==> src/rtl/tphd_pkg.sv <==
// Package for the telemetry packet header deframer.
// Holds the sync constants, header layout, phase type and result record type.
// No dependencies.
`default_nettype none

package tphd_pkg;

   // sync word, first and second byte on the wire
   localparam logic [7:0] SyncFirst  = 8'h25;
   localparam logic [7:0] SyncSecond = 8'hEB;

   // full header is 24 bytes; 22 follow the sync word
   localparam logic [31:0] HeaderBytes     = 32'd24;
   localparam int          HeaderStoreDepth = 21;     // bytes kept before the last one
   localparam logic [4:0]  HeaderLastPos   = 5'd21;  // position of the final header byte

   // result kinds carried on tuser
   localparam logic KindHeader  = 1'b0;
   localparam logic KindPayload = 1'b1;

   // receive phase
   typedef enum logic [1:0] {
      PH_PAIR_A,
      PH_PAIR_B,
      PH_HEADER,
      PH_PAYLOAD
   } phase_type;

   // one result record
   typedef struct packed {
      logic        result_kind;
      logic [15:0] channel_id;
      logic [31:0] packet_length;
      logic [31:0] body_length;
      logic [7:0]  type_version;
      logic [7:0]  sequence_number;
      logic [7:0]  packet_flags;
      logic [7:0]  data_type;
      logic [47:0] relative_time;
      logic [15:0] header_checksum;
      logic [7:0]  payload_byte;
      logic        payload_last;
   } res_type;

endpackage : tphd_pkg

`default_nettype wire

==> src/rtl/telemetry_packet_header_deframer.sv <==
// Sync bytes and header bytes before the last give no result; other results are registered.
// Throughput: one input byte per cycle while req_tready is high.
// req_tready depends only on the skid register, so input keeps flowing while one result waits.
// Reset (synchronous, active high) returns to the sync hunt and empties the output stages.
// Top level: instantiates tphd_parser and tphd_skid; depends on tphd_pkg.
`default_nettype none

module telemetry_packet_header_deframer (
   input  wire logic         clock,
   input  wire logic         reset,
   input  wire logic         req_tvalid,
   output      logic         req_tready,
   input  wire logic [7:0]   req_tdata,   // data_byte[7:0]
   output      logic         rsp_tvalid,
   input  wire logic         rsp_tready,
   output      logic [183:0] rsp_tdata,   // channel_id, packet_length, body_length,
                                          // type_version, sequence_number, packet_flags,
                                          // data_type, relative_time, header_checksum,
                                          // payload_byte (lowest bit up)
   output      logic         rsp_tuser,   // result_kind
   output      logic         rsp_tlast    // payload_last
);
   import tphd_pkg::*;

   logic    in_fire;
   logic    res_valid;
   res_type res;
   res_type out_rec;

   assign in_fire = req_tvalid && req_tready;

   tphd_parser u_parser (
      .clock     (clock),
      .reset     (reset),
      .in_fire   (in_fire),
      .in_byte   (req_tdata),
      .res_valid (res_valid),
      .res       (res)
   );

   tphd_skid u_skid (
      .clock      (clock),
      .reset      (reset),
      .push_valid (res_valid),
      .push_data  (res),
      .space_ok   (req_tready),
      .out_valid  (rsp_tvalid),
      .out_data   (out_rec),
      .out_ready  (rsp_tready)
   );

   // pack the record onto the stream
   assign rsp_tdata = {out_rec.payload_byte, out_rec.header_checksum, out_rec.relative_time,
                       out_rec.data_type, out_rec.packet_flags, out_rec.sequence_number,
                       out_rec.type_version, out_rec.body_length, out_rec.packet_length,
                       out_rec.channel_id};
   assign rsp_tuser = out_rec.result_kind;
   assign rsp_tlast = out_rec.payload_last;

endmodule : telemetry_packet_header_deframer

`default_nettype wire

==> src/rtl/tphd_parser.sv <==
// Header parser: sync hunt, header byte capture, field assembly and payload count.
// Produces at most one result record per accepted byte. Depends on tphd_pkg.
`default_nettype none

module tphd_parser (
   input  wire logic             clock,
   input  wire logic             reset,
   input  wire logic             in_fire,
   input  wire logic [7:0]       in_byte,
   output      logic             res_valid,
   output      tphd_pkg::res_type res
);
   import tphd_pkg::*;

   phase_type   phase_ff, phase_in;
   logic        first_sync_ff, first_sync_in;
   logic [4:0]  header_pos_ff, header_pos_in;
   logic [31:0] payload_remaining_ff, payload_remaining_in;
   logic [7:0]  header_store_ff [0:HeaderStoreDepth-1];
   logic [7:0]  hdr [0:21];
   logic [31:0] plen;

   // full header view: stored bytes plus the byte arriving now
   always_comb begin
      for (int k = 0; k < HeaderStoreDepth; k++) begin
         hdr[k] = header_store_ff[k];
      end
      hdr[21] = in_byte;
   end

   assign plen = {hdr[5], hdr[4], hdr[3], hdr[2]};

   // next state and result
   always_comb begin
      phase_in             = phase_ff;
      first_sync_in        = first_sync_ff;
      header_pos_in        = header_pos_ff;
      payload_remaining_in = payload_remaining_ff;
      res_valid            = 1'b0;
      res                  = '0;
      if (in_fire) begin
         unique case (phase_ff)
            PH_PAIR_A: begin
               first_sync_in = (in_byte == SyncFirst);
               phase_in      = PH_PAIR_B;
            end
            PH_PAIR_B: begin
               if (first_sync_ff && (in_byte == SyncSecond)) begin
                  header_pos_in = '0;
                  phase_in      = PH_HEADER;
               end else begin
                  phase_in = PH_PAIR_A;
               end
               first_sync_in = 1'b0;
            end
            PH_HEADER: begin
               if (header_pos_ff == HeaderLastPos) begin
                  header_pos_in       = '0;
                  res_valid           = 1'b1;
                  res.result_kind     = KindHeader;
                  res.channel_id      = {hdr[1], hdr[0]};
                  res.packet_length   = plen;
                  res.body_length     = {hdr[9], hdr[8], hdr[7], hdr[6]};
                  res.type_version    = hdr[10];
                  res.sequence_number = hdr[11];
                  res.packet_flags    = hdr[12];
                  res.data_type       = hdr[13];
                  res.relative_time   = {hdr[19], hdr[18], hdr[17], hdr[16], hdr[15], hdr[14]};
                  res.header_checksum = {hdr[21], hdr[20]};
                  // payload follows only when the length exceeds the header
                  if (plen > HeaderBytes) begin
                     payload_remaining_in = plen - HeaderBytes;
                     phase_in             = PH_PAYLOAD;
                  end else begin
                     payload_remaining_in = '0;
                     phase_in             = PH_PAIR_A;
                  end
               end else begin
                  header_pos_in = header_pos_ff + 5'd1;
               end
            end
            PH_PAYLOAD: begin
               res_valid            = 1'b1;
               res.result_kind      = KindPayload;
               res.payload_byte     = in_byte;
               payload_remaining_in = payload_remaining_ff - 32'd1;
               if (payload_remaining_ff == 32'd1) begin
                  res.payload_last = 1'b1;
                  phase_in         = PH_PAIR_A;
                  first_sync_in    = 1'b0;
               end
            end
         endcase
      end
   end

   // state registers
   always_ff @(posedge clock) begin
      if (reset) begin
         phase_ff             <= PH_PAIR_A;
         first_sync_ff        <= 1'b0;
         header_pos_ff        <= '0;
         payload_remaining_ff <= '0;
      end else begin
         phase_ff             <= phase_in;
         first_sync_ff        <= first_sync_in;
         header_pos_ff        <= header_pos_in;
         payload_remaining_ff <= payload_remaining_in;
      end
   end

   // header bytes carry no reset
   always_ff @(posedge clock) begin
      if (in_fire && (phase_ff == PH_HEADER) && (header_pos_ff != HeaderLastPos)) begin
         header_store_ff[header_pos_ff] <= in_byte;
      end
   end

   // the header position never runs past the final byte
   a_pos_range: assert property (@(posedge clock) disable iff (reset)
      (phase_ff == PH_HEADER) |-> (header_pos_ff <= HeaderLastPos))
      else $error("header position out of range");

   // payload phase always has bytes left to pass
   a_payload_nonzero: assert property (@(posedge clock) disable iff (reset)
      (phase_ff == PH_PAYLOAD) |-> (payload_remaining_ff != 32'd0))
      else $error("payload phase with zero count");

   // sync bytes never give a result
   a_sync_silent: assert property (@(posedge clock) disable iff (reset)
      (phase_ff == PH_PAIR_A || phase_ff == PH_PAIR_B) |-> !res_valid)
      else $error("result during sync hunt");

   // a completed header leaves the header phase
   a_header_done: assert property (@(posedge clock) disable iff (reset)
      (in_fire && phase_ff == PH_HEADER && header_pos_ff == HeaderLastPos)
      |=> (phase_ff != PH_HEADER))
      else $error("header phase did not end");

endmodule : tphd_parser

`default_nettype wire

==> src/rtl/tphd_skid.sv <==
// Result output register with a skid stage, so input acceptance waits on rsp_tready only once the skid is full.
// Depends on tphd_pkg.
`default_nettype none

module tphd_skid (
   input  wire logic              clock,
   input  wire logic              reset,
   input  wire logic              push_valid,
   input  wire tphd_pkg::res_type push_data,
   output      logic              space_ok,
   output      logic              out_valid,
   output      tphd_pkg::res_type out_data,
   input  wire logic              out_ready
);
   import tphd_pkg::*;

   logic    out_valid_ff, out_valid_in;
   logic    skid_valid_ff, skid_valid_in;
   res_type out_data_ff, out_data_in;
   res_type skid_data_ff, skid_data_in;

   // advance skid into output; park a new transaction when output is held
   always_comb begin
      out_valid_in  = out_valid_ff;
      out_data_in   = out_data_ff;
      skid_valid_in = skid_valid_ff;
      skid_data_in  = skid_data_ff;
      if (!out_valid_ff || out_ready) begin
         if (skid_valid_ff) begin
            out_valid_in  = 1'b1;
            out_data_in   = skid_data_ff;
            skid_valid_in = push_valid;
            skid_data_in  = push_data;
         end else begin
            out_valid_in = push_valid;
            out_data_in  = push_data;
         end
      end else if (push_valid) begin
         skid_valid_in = 1'b1;
         skid_data_in  = push_data;
      end
   end

   always_ff @(posedge clock) begin
      if (reset) begin
         out_valid_ff  <= 1'b0;
         skid_valid_ff <= 1'b0;
      end else begin
         out_valid_ff  <= out_valid_in;
         skid_valid_ff <= skid_valid_in;
      end
   end

   always_ff @(posedge clock) begin
      out_data_ff  <= out_data_in;
      skid_data_ff <= skid_data_in;
   end

   assign space_ok  = !skid_valid_ff;
   assign out_valid = out_valid_ff;
   assign out_data  = out_data_ff;

   // skid holds data only behind a full output register
   a_skid_behind: assert property (@(posedge clock) disable iff (reset)
      skid_valid_ff |-> out_valid_ff)
      else $error("skid full with empty output");

   // a draining skid refills the output register
   a_skid_drain: assert property (@(posedge clock) disable iff (reset)
      (skid_valid_ff && out_ready) |=> out_valid_ff)
      else $error("skid transaction lost");

   // no push arrives while the skid is full and the output is held
   a_no_overrun: assert property (@(posedge clock) disable iff (reset)
      skid_valid_ff && !out_ready |-> !push_valid)
      else $error("push into full skid");

endmodule : tphd_skid

`default_nettype wire
==> config.mk <==
export PLATFORM = sky130hd
export DESIGN_NAME = telemetry_packet_header_deframer
export DESIGN_NICKNAME = d
export VERILOG_FILES = /design/src/rtl/tphd_pkg.sv /design/src/rtl/telemetry_packet_header_deframer.sv /design/src/rtl/tphd_parser.sv /design/src/rtl/tphd_skid.sv
export SDC_FILE = /design/constraint.sdc
export NUM_CORES = 1
export LEC_CHECK = 0
export ABC_AREA = 1
export BUFFER_PORTS_ARGS = -buffer_cell sky130_fd_sc_hd__buf_2
export CELL_PAD_IN_SITES_DETAIL_PLACEMENT = 1
export CELL_PAD_IN_SITES_GLOBAL_PLACEMENT = 1
export CORE_ASPECT_RATIO = 0.5
export CORE_UTILIZATION = 35
export CTS_CLUSTER_SIZE = 40
export DETAILED_ROUTE_END_ITERATION = 12
export GPL_ROUTABILITY_DRIVEN = 0
export HOLD_SLACK_MARGIN = 0.02
export PLACE_DENSITY = 0.64
export SLEW_MARGIN = 40
export SYNTH_ARGS = -nofsm -noshare
export SYNTH_HDL_FRONTEND = slang
export SYNTH_HIERARCHICAL = 1
export SYNTH_SLANG_ARGS = --single-unit
==> constraint.sdc <==
create_clock -name clock -period 11.95 [get_ports clock]
set_input_delay 2.9875 -clock clock [delete_from_list [all_inputs] [get_ports clock]]
set_output_delay 2.9875 -clock clock [all_outputs]
set_load 0.05 [all_outputs]
* Yosys cells after proc, flatten, opt, wreduce, memory -nomap -nowiden *
Memory sizes are Yosys's and may differ from the RTL's.
Index checks and enable logic that the tools add are counted.

storage, ports and cells
  flip-flop bits (word level) = 414
  memory bits (writable) = 168
  bits of input ports = 12
  output and inout port bits = 188
  logic and storage cells = 96
  memories = 1

memory list
  memory                    depth  bits a word  read ports  clocked after memory_dff  wr ports  line               source
  u_parser.header_store_ff  21     8            21          0                         1         tphd_parser.sv:19  logic [7:0] header_store_ff [0:HeaderStoreDepth-1];

operators by class
  add/subtract/negate cells = 3
  $lt $le $gt $ge = 1
  equal/unequal tests = 12
  muxes and demuxes = 32
  reductions and logical operators = 17

operators by type and width
  operator                                                        number
  2-to-1 mux 186 bit                                              5
  2-to-1 mux 176 bit                                              2
  2-to-1 mux 32 bit                                               2
  case mux 32 bit (2 select lines)                                1
  equality test 32 x 1 -> 1 bit, second input constant            1
  greater-than comparator 32 x 5 -> 1 bit, second input constant  1
  subtractor 32 x 1 -> 32 bit, second input constant              1
  subtractor 32 x 5 -> 32 bit, second input constant              1
  AND reduction 3 bit                                             4
  2-to-1 mux 1 bit                                                10
  2-to-1 mux 5 bit                                                2
  case mux 5 bit (2 select lines)                                 1
  2-to-1 mux 9 bit                                                1
  equality test 8 x 6 -> 1 bit, second input constant             1
  equality test 8 bit, second input constant                      1
  2-to-1 mux 2 bit                                                4
  inequality test 2 x 1 -> 1 bit, second input constant           4
  case mux 2 bit (4 select lines)                                 1
  nonzero test 2 bit                                              3
  adder 5 x 1 -> 5 bit, second input constant                     1
  equality test 5 bit, second input constant                      1
  inequality test 5 bit, second input constant                    1
  equality test 2 bit, second input constant                      2
  logical AND 1 bit                                               4
  8 further kinds                                                 10

* Longest topological paths before layout *
  depth after elaboration = 6
  depth in mapped cells = 12

* By module *
Netlist, hierarchy kept.

modules (own cells, without submodules)
  module                            instances  cells an instance  area each (µm²)
  tphd_skid                         1          987                13618.1
  tphd_parser                       1          1239               10387.5
  telemetry_packet_header_deframer  1          2                  7.5

* Worst setup path after synthesis *
No wires, ideal clock.

  path kind = input-to-reg
  start point = input rsp_tready
  end point = register u_skid/skid_data_ff[0] in the netlist's numbering (enable)
  setup time = 0.563 ns
  arrival = 11.294 ns
  required time = 11.387 ns
  path slack = 0.093 ns
  stages on the path = 3
  cells stage by stage = inv_1 > nand2_1 > o21a_1

between the ends
  word-level cells in the longest chain between the ends = 3

ends and longest elaborated chain
  element                                                                                line                                    source
  start: declaration                                                                     telemetry_packet_header_deframer.sv:15  input wire logic rsp_tready,
  logical OR 1 bit (*)                                                                   tphd_skid.sv:28                         if (!out_valid_ff || out_ready) begin
  inequality test 2 x 1 -> 1 bit (no line) / nonzero test 2 bit (equally long branches)  n/a
  AND reduction 2 bit (no line) (*)                                                      n/a
  end signal: assignment                                                                 tphd_skid.sv:56                         skid_data_ff <= skid_data_in;
  end: declaration                                                                       tphd_skid.sv:20                         res_type skid_data_ff, skid_data_in;

Every way passes the cells marked *; elsewhere a longest branch is shown, timed or not.
A chain may end at the register's enable or synchronous reset.

* Worst setup path in the final report *
  start point = input req_tvalid
  end point = register u_skid/skid_data_ff[159] in the netlist's numbering (enable)

between the ends
  word-level cells in the longest chain between the ends = 4

ends and longest elaborated chain
  element                        line                                    source
  start: declaration             telemetry_packet_header_deframer.sv:11  input wire logic req_tvalid,
  logical AND 1 bit              telemetry_packet_header_deframer.sv:30  assign in_fire = req_tvalid && req_tready;
  net in_fire                    telemetry_packet_header_deframer.sv:25  logic in_fire;
  2-to-1 mux 1 bit               tphd_parser.sv:41                       if (in_fire) begin
  net res_valid                  telemetry_packet_header_deframer.sv:26  logic res_valid;
  nonzero test 2 bit (no line)   n/a
  AND reduction 2 bit (no line)  n/a

The timed path passes the listed nets, and every way through them passes these cells.

==> results.toml <==
[floorplanning]
ios = 200
floorplan.rows = 67
die_area_um2 = 69700
coreArea_um2 = 67400
die_h_um = 187
die_w_um = 372
start_util_pct = 35.6

[yosys]
synthCells = 2228
synth_area_um2 = 24000
async_flop_share_pct = 0
synth.most_common_cell = "nand2_1"
synth_common_cells = "nand2_1 (729), edfxtp_1 (540), nor2_1 (336)"
ys_types = 38
syn_avg_cell_area_um2 = 10.8
synth_edf_count = 540
synthTopCellsByArea = "edfxtp_1 (68%), nand2_1 (11%), nor2_1 (5.3%)"
yosysSeqAreaShare_pct = 71.0
synth_top_cell_area_share_pct = 67.5
yosys_warnings = 6
syn_nets = 2247
synth_seq_cells = 582
yosysTopAreaCell = "edfxtp_1"
synth_flop_cell = "edfxtp_1"

[outcome]
outcome = "completed"

[grt]
overflow = 0
antenna_found_initial = 0
grt_pass1_vias = 16100
grtUsageTotal_pct = 17.8
grt_start_max_net_pins = 128
grt_pass1_wl_mm = 95.0

[setup_path]
crit_path_frequent_cell = "nand2_1"
cp.required_ns = 12.17
cp_top_family = "buffers and inverters"
cp.buffers_inverters = 4
critPathMaxFanout = 127
cp_slowest_cell = "buf_4"
path_cells = "buf_2 > nand2_1 > inv_1 > nand2_1 > a21oi_4 > buf_4 > o21a_4 > buf_12"
cp_slowest_stage_delay_ns = 0.50
arrival_ns = 5.64
criticalPathCategory = "in2reg"
end_kind = "flop"
setup.worst_path.start_class = "input port"

[clocking]
cts_tree = "done"
clk_pin_slew_worst_paths_ns = 0.06
cts_root_buf = "clkbuf_16"
cts.sinks = 582
cts_hold_buffers = 0
clock_latency_ns = 0.61
h-tree-depth = 2
cts-resized-gates = 0
post_cts_buffers = 0
numCtsBuffers = 54
clockBufferDepth = 3

[sta]
rsz0062_at_grt = "false"
maxSlewViolCount = 0
timing.final.hold_violations = 0
setup_viol = 0
fin_skew_ns = 0.0232
fin_crit_sh_pct = 45.4
max_freq_mhz = 184
finalSetupTns_ns = 0
slew_headroom_pct = 35.6
final.min_clock_period_ns = 5.42
worst_slew_pin_slew_ns = 0.967

[power]
cellLeakagePower_nw = 12.6
p_per_area_nw_per_um2 = 150
vdd_drop_max_v = 0.000109
p_total_mw = 4.17

[routing]
m1WireLength_mm = 28.4
route.met2.wl_mm = 30.6
drt_iter0_markers = 914
drt-total-wl_mm = 62.3
dr.pass1.iters = 5
wire_per_inst_um = 18.5
via_per_inst = 4.70
vias = 15800
maxUsedRoutingLayer = "met4"
dr_wl_met3_mm = 2.17
antenna_left = 0
drc = 0

[final_layout]
nNetsFinal = 2446
fillCellCount = 7520
drive_above_1_share_pct = 13.8
diodes = 0
area_growth_pct = 15.5
final_cell_area_um2 = 27700

[flow_run]
maxCapViolCount = 0

[min_path]
worstHoldPathType = "reg2reg"

[placed_design]
port_buffers = 199
hpwl_mm = 38.9
postPlaceCellArea_um2 = 25900
stage by stage:
step	hold slack (ns)	cells	worst slack, ns	utilization [%]
2_1_floorplan	0.485	2228	0.0930	-
3_3_place_gp	0.501	3266	5.60	38.4
3_5_place_dp	0.506	3268	5.92	38.5
4_1_cts	0.520	3369	6.57	41.1
5_1_grt	0.535	3369	6.44	41.2
6_report	0.518	3369	6.53	41.2
worst reg2reg max path, stage by stage (launching register included):
cell and delay [ns]:
dfxtp_4 0.47, buf_12 0.23, inv_6 0.39, nand2_1 0.22, inv_1 0.35, nand2_1 0.19, a21oi_4 0.14, buf_4 0.50
o21a_4 0.51, buf_12 0.45
report_power, final:
part | switching (mW) | internal (mW) | total [mW] | leakage (nW)
clock network | 0.786 | 1.00 | 1.79 | 0.883
registers | 0.00816 | 2.22 | 2.22 | 6.10
logic | 0.121 | 0.0389 | 0.160 | 5.63
total | 0.915 | 3.26 | 4.17 | 12.6
worst paths after layout:
| check | endpoint | startpoint | cells past startpoint | slack [ns] |
|---|---|---|---|---|
| hold / removal | u_skid/out_data[140] | u_skid/skid_data_ff[140] | 2 | 0.52 |
| hold reg to reg | u_skid/out_data[140] | u_skid/skid_data_ff[140] | 2 | 0.52 |
| setup reg to reg | u_skid/skid_data_ff[159] | u_skid/skid_valid_ff | 9 | 7.80 |
| setup / recovery | u_skid/skid_data_ff[159] | req_tvalid | 8 | 6.53 |
cell type report:
class	count	area [um^2]	area share [%]
clock buffers	63	1410	5.07
clock inverters	38	405	1.46
inverters	259	980	3.53
multi-input cells	1311	5570	20.1
flip-flops and latches	582	17100	61.5
well taps	897	1120	4.05
repair buffers	219	1190	4.31
cells in the final DEF (no fill, tap or decap), drive strengths merged, types with 2 or more instances in the layout:
cell type  netlist  layout
dfxtp           42      42
xor2            19      19
edfxtp         540     540
nor2           351     351
nor4             3       3
nand4           13      13
a31oi           11      11
nor3            13      13
inv            259     263
clkbuf          11      63
buf             65     219
o21bai           3       3
o21ai           55      55
ha               7       7
and2             2       2
nand3           56      56
a21oi           34      34
bufinv           0       7
clkinv           0      26
nand2          737     737
registers in the layout, summed over array words and instances, names as in the netlist, 2 cells and up:
| name | count |
|---|---|
| u_parser/header_pos_ff | 5 |
| u_parser/header_store_ff | 168 |
| u_parser/phase_ff | 2 |
| u_skid/skid_data_ff | 186 |
| u_skid/out_data | 186 |
| u_parser/payload_remaining_ff | 32 |
cell families (layout without fill, tap and decap cells):
group                    after synthesis  count (layout)  share of synthesized area, %
AND/OR/NAND/NOR                     1177            1177                          19.4
flip-flops                           582             582                          71.0
buffers and inverters                335             579                          5.98
AO/OA/AOI/OAI                        107             107                          2.50
XOR/XNOR                              20              20                         0.729
adder cells (fa/ha/maj)                7               7                         0.365
per-layer routing:
layer	up-vias	track usage, %
met5	-	0
met3	78	2.39
li1	7623	-
met2	223	30.3
met1	7898	24.2
met4	0	3.64
(Power assumes the default switching activity.)
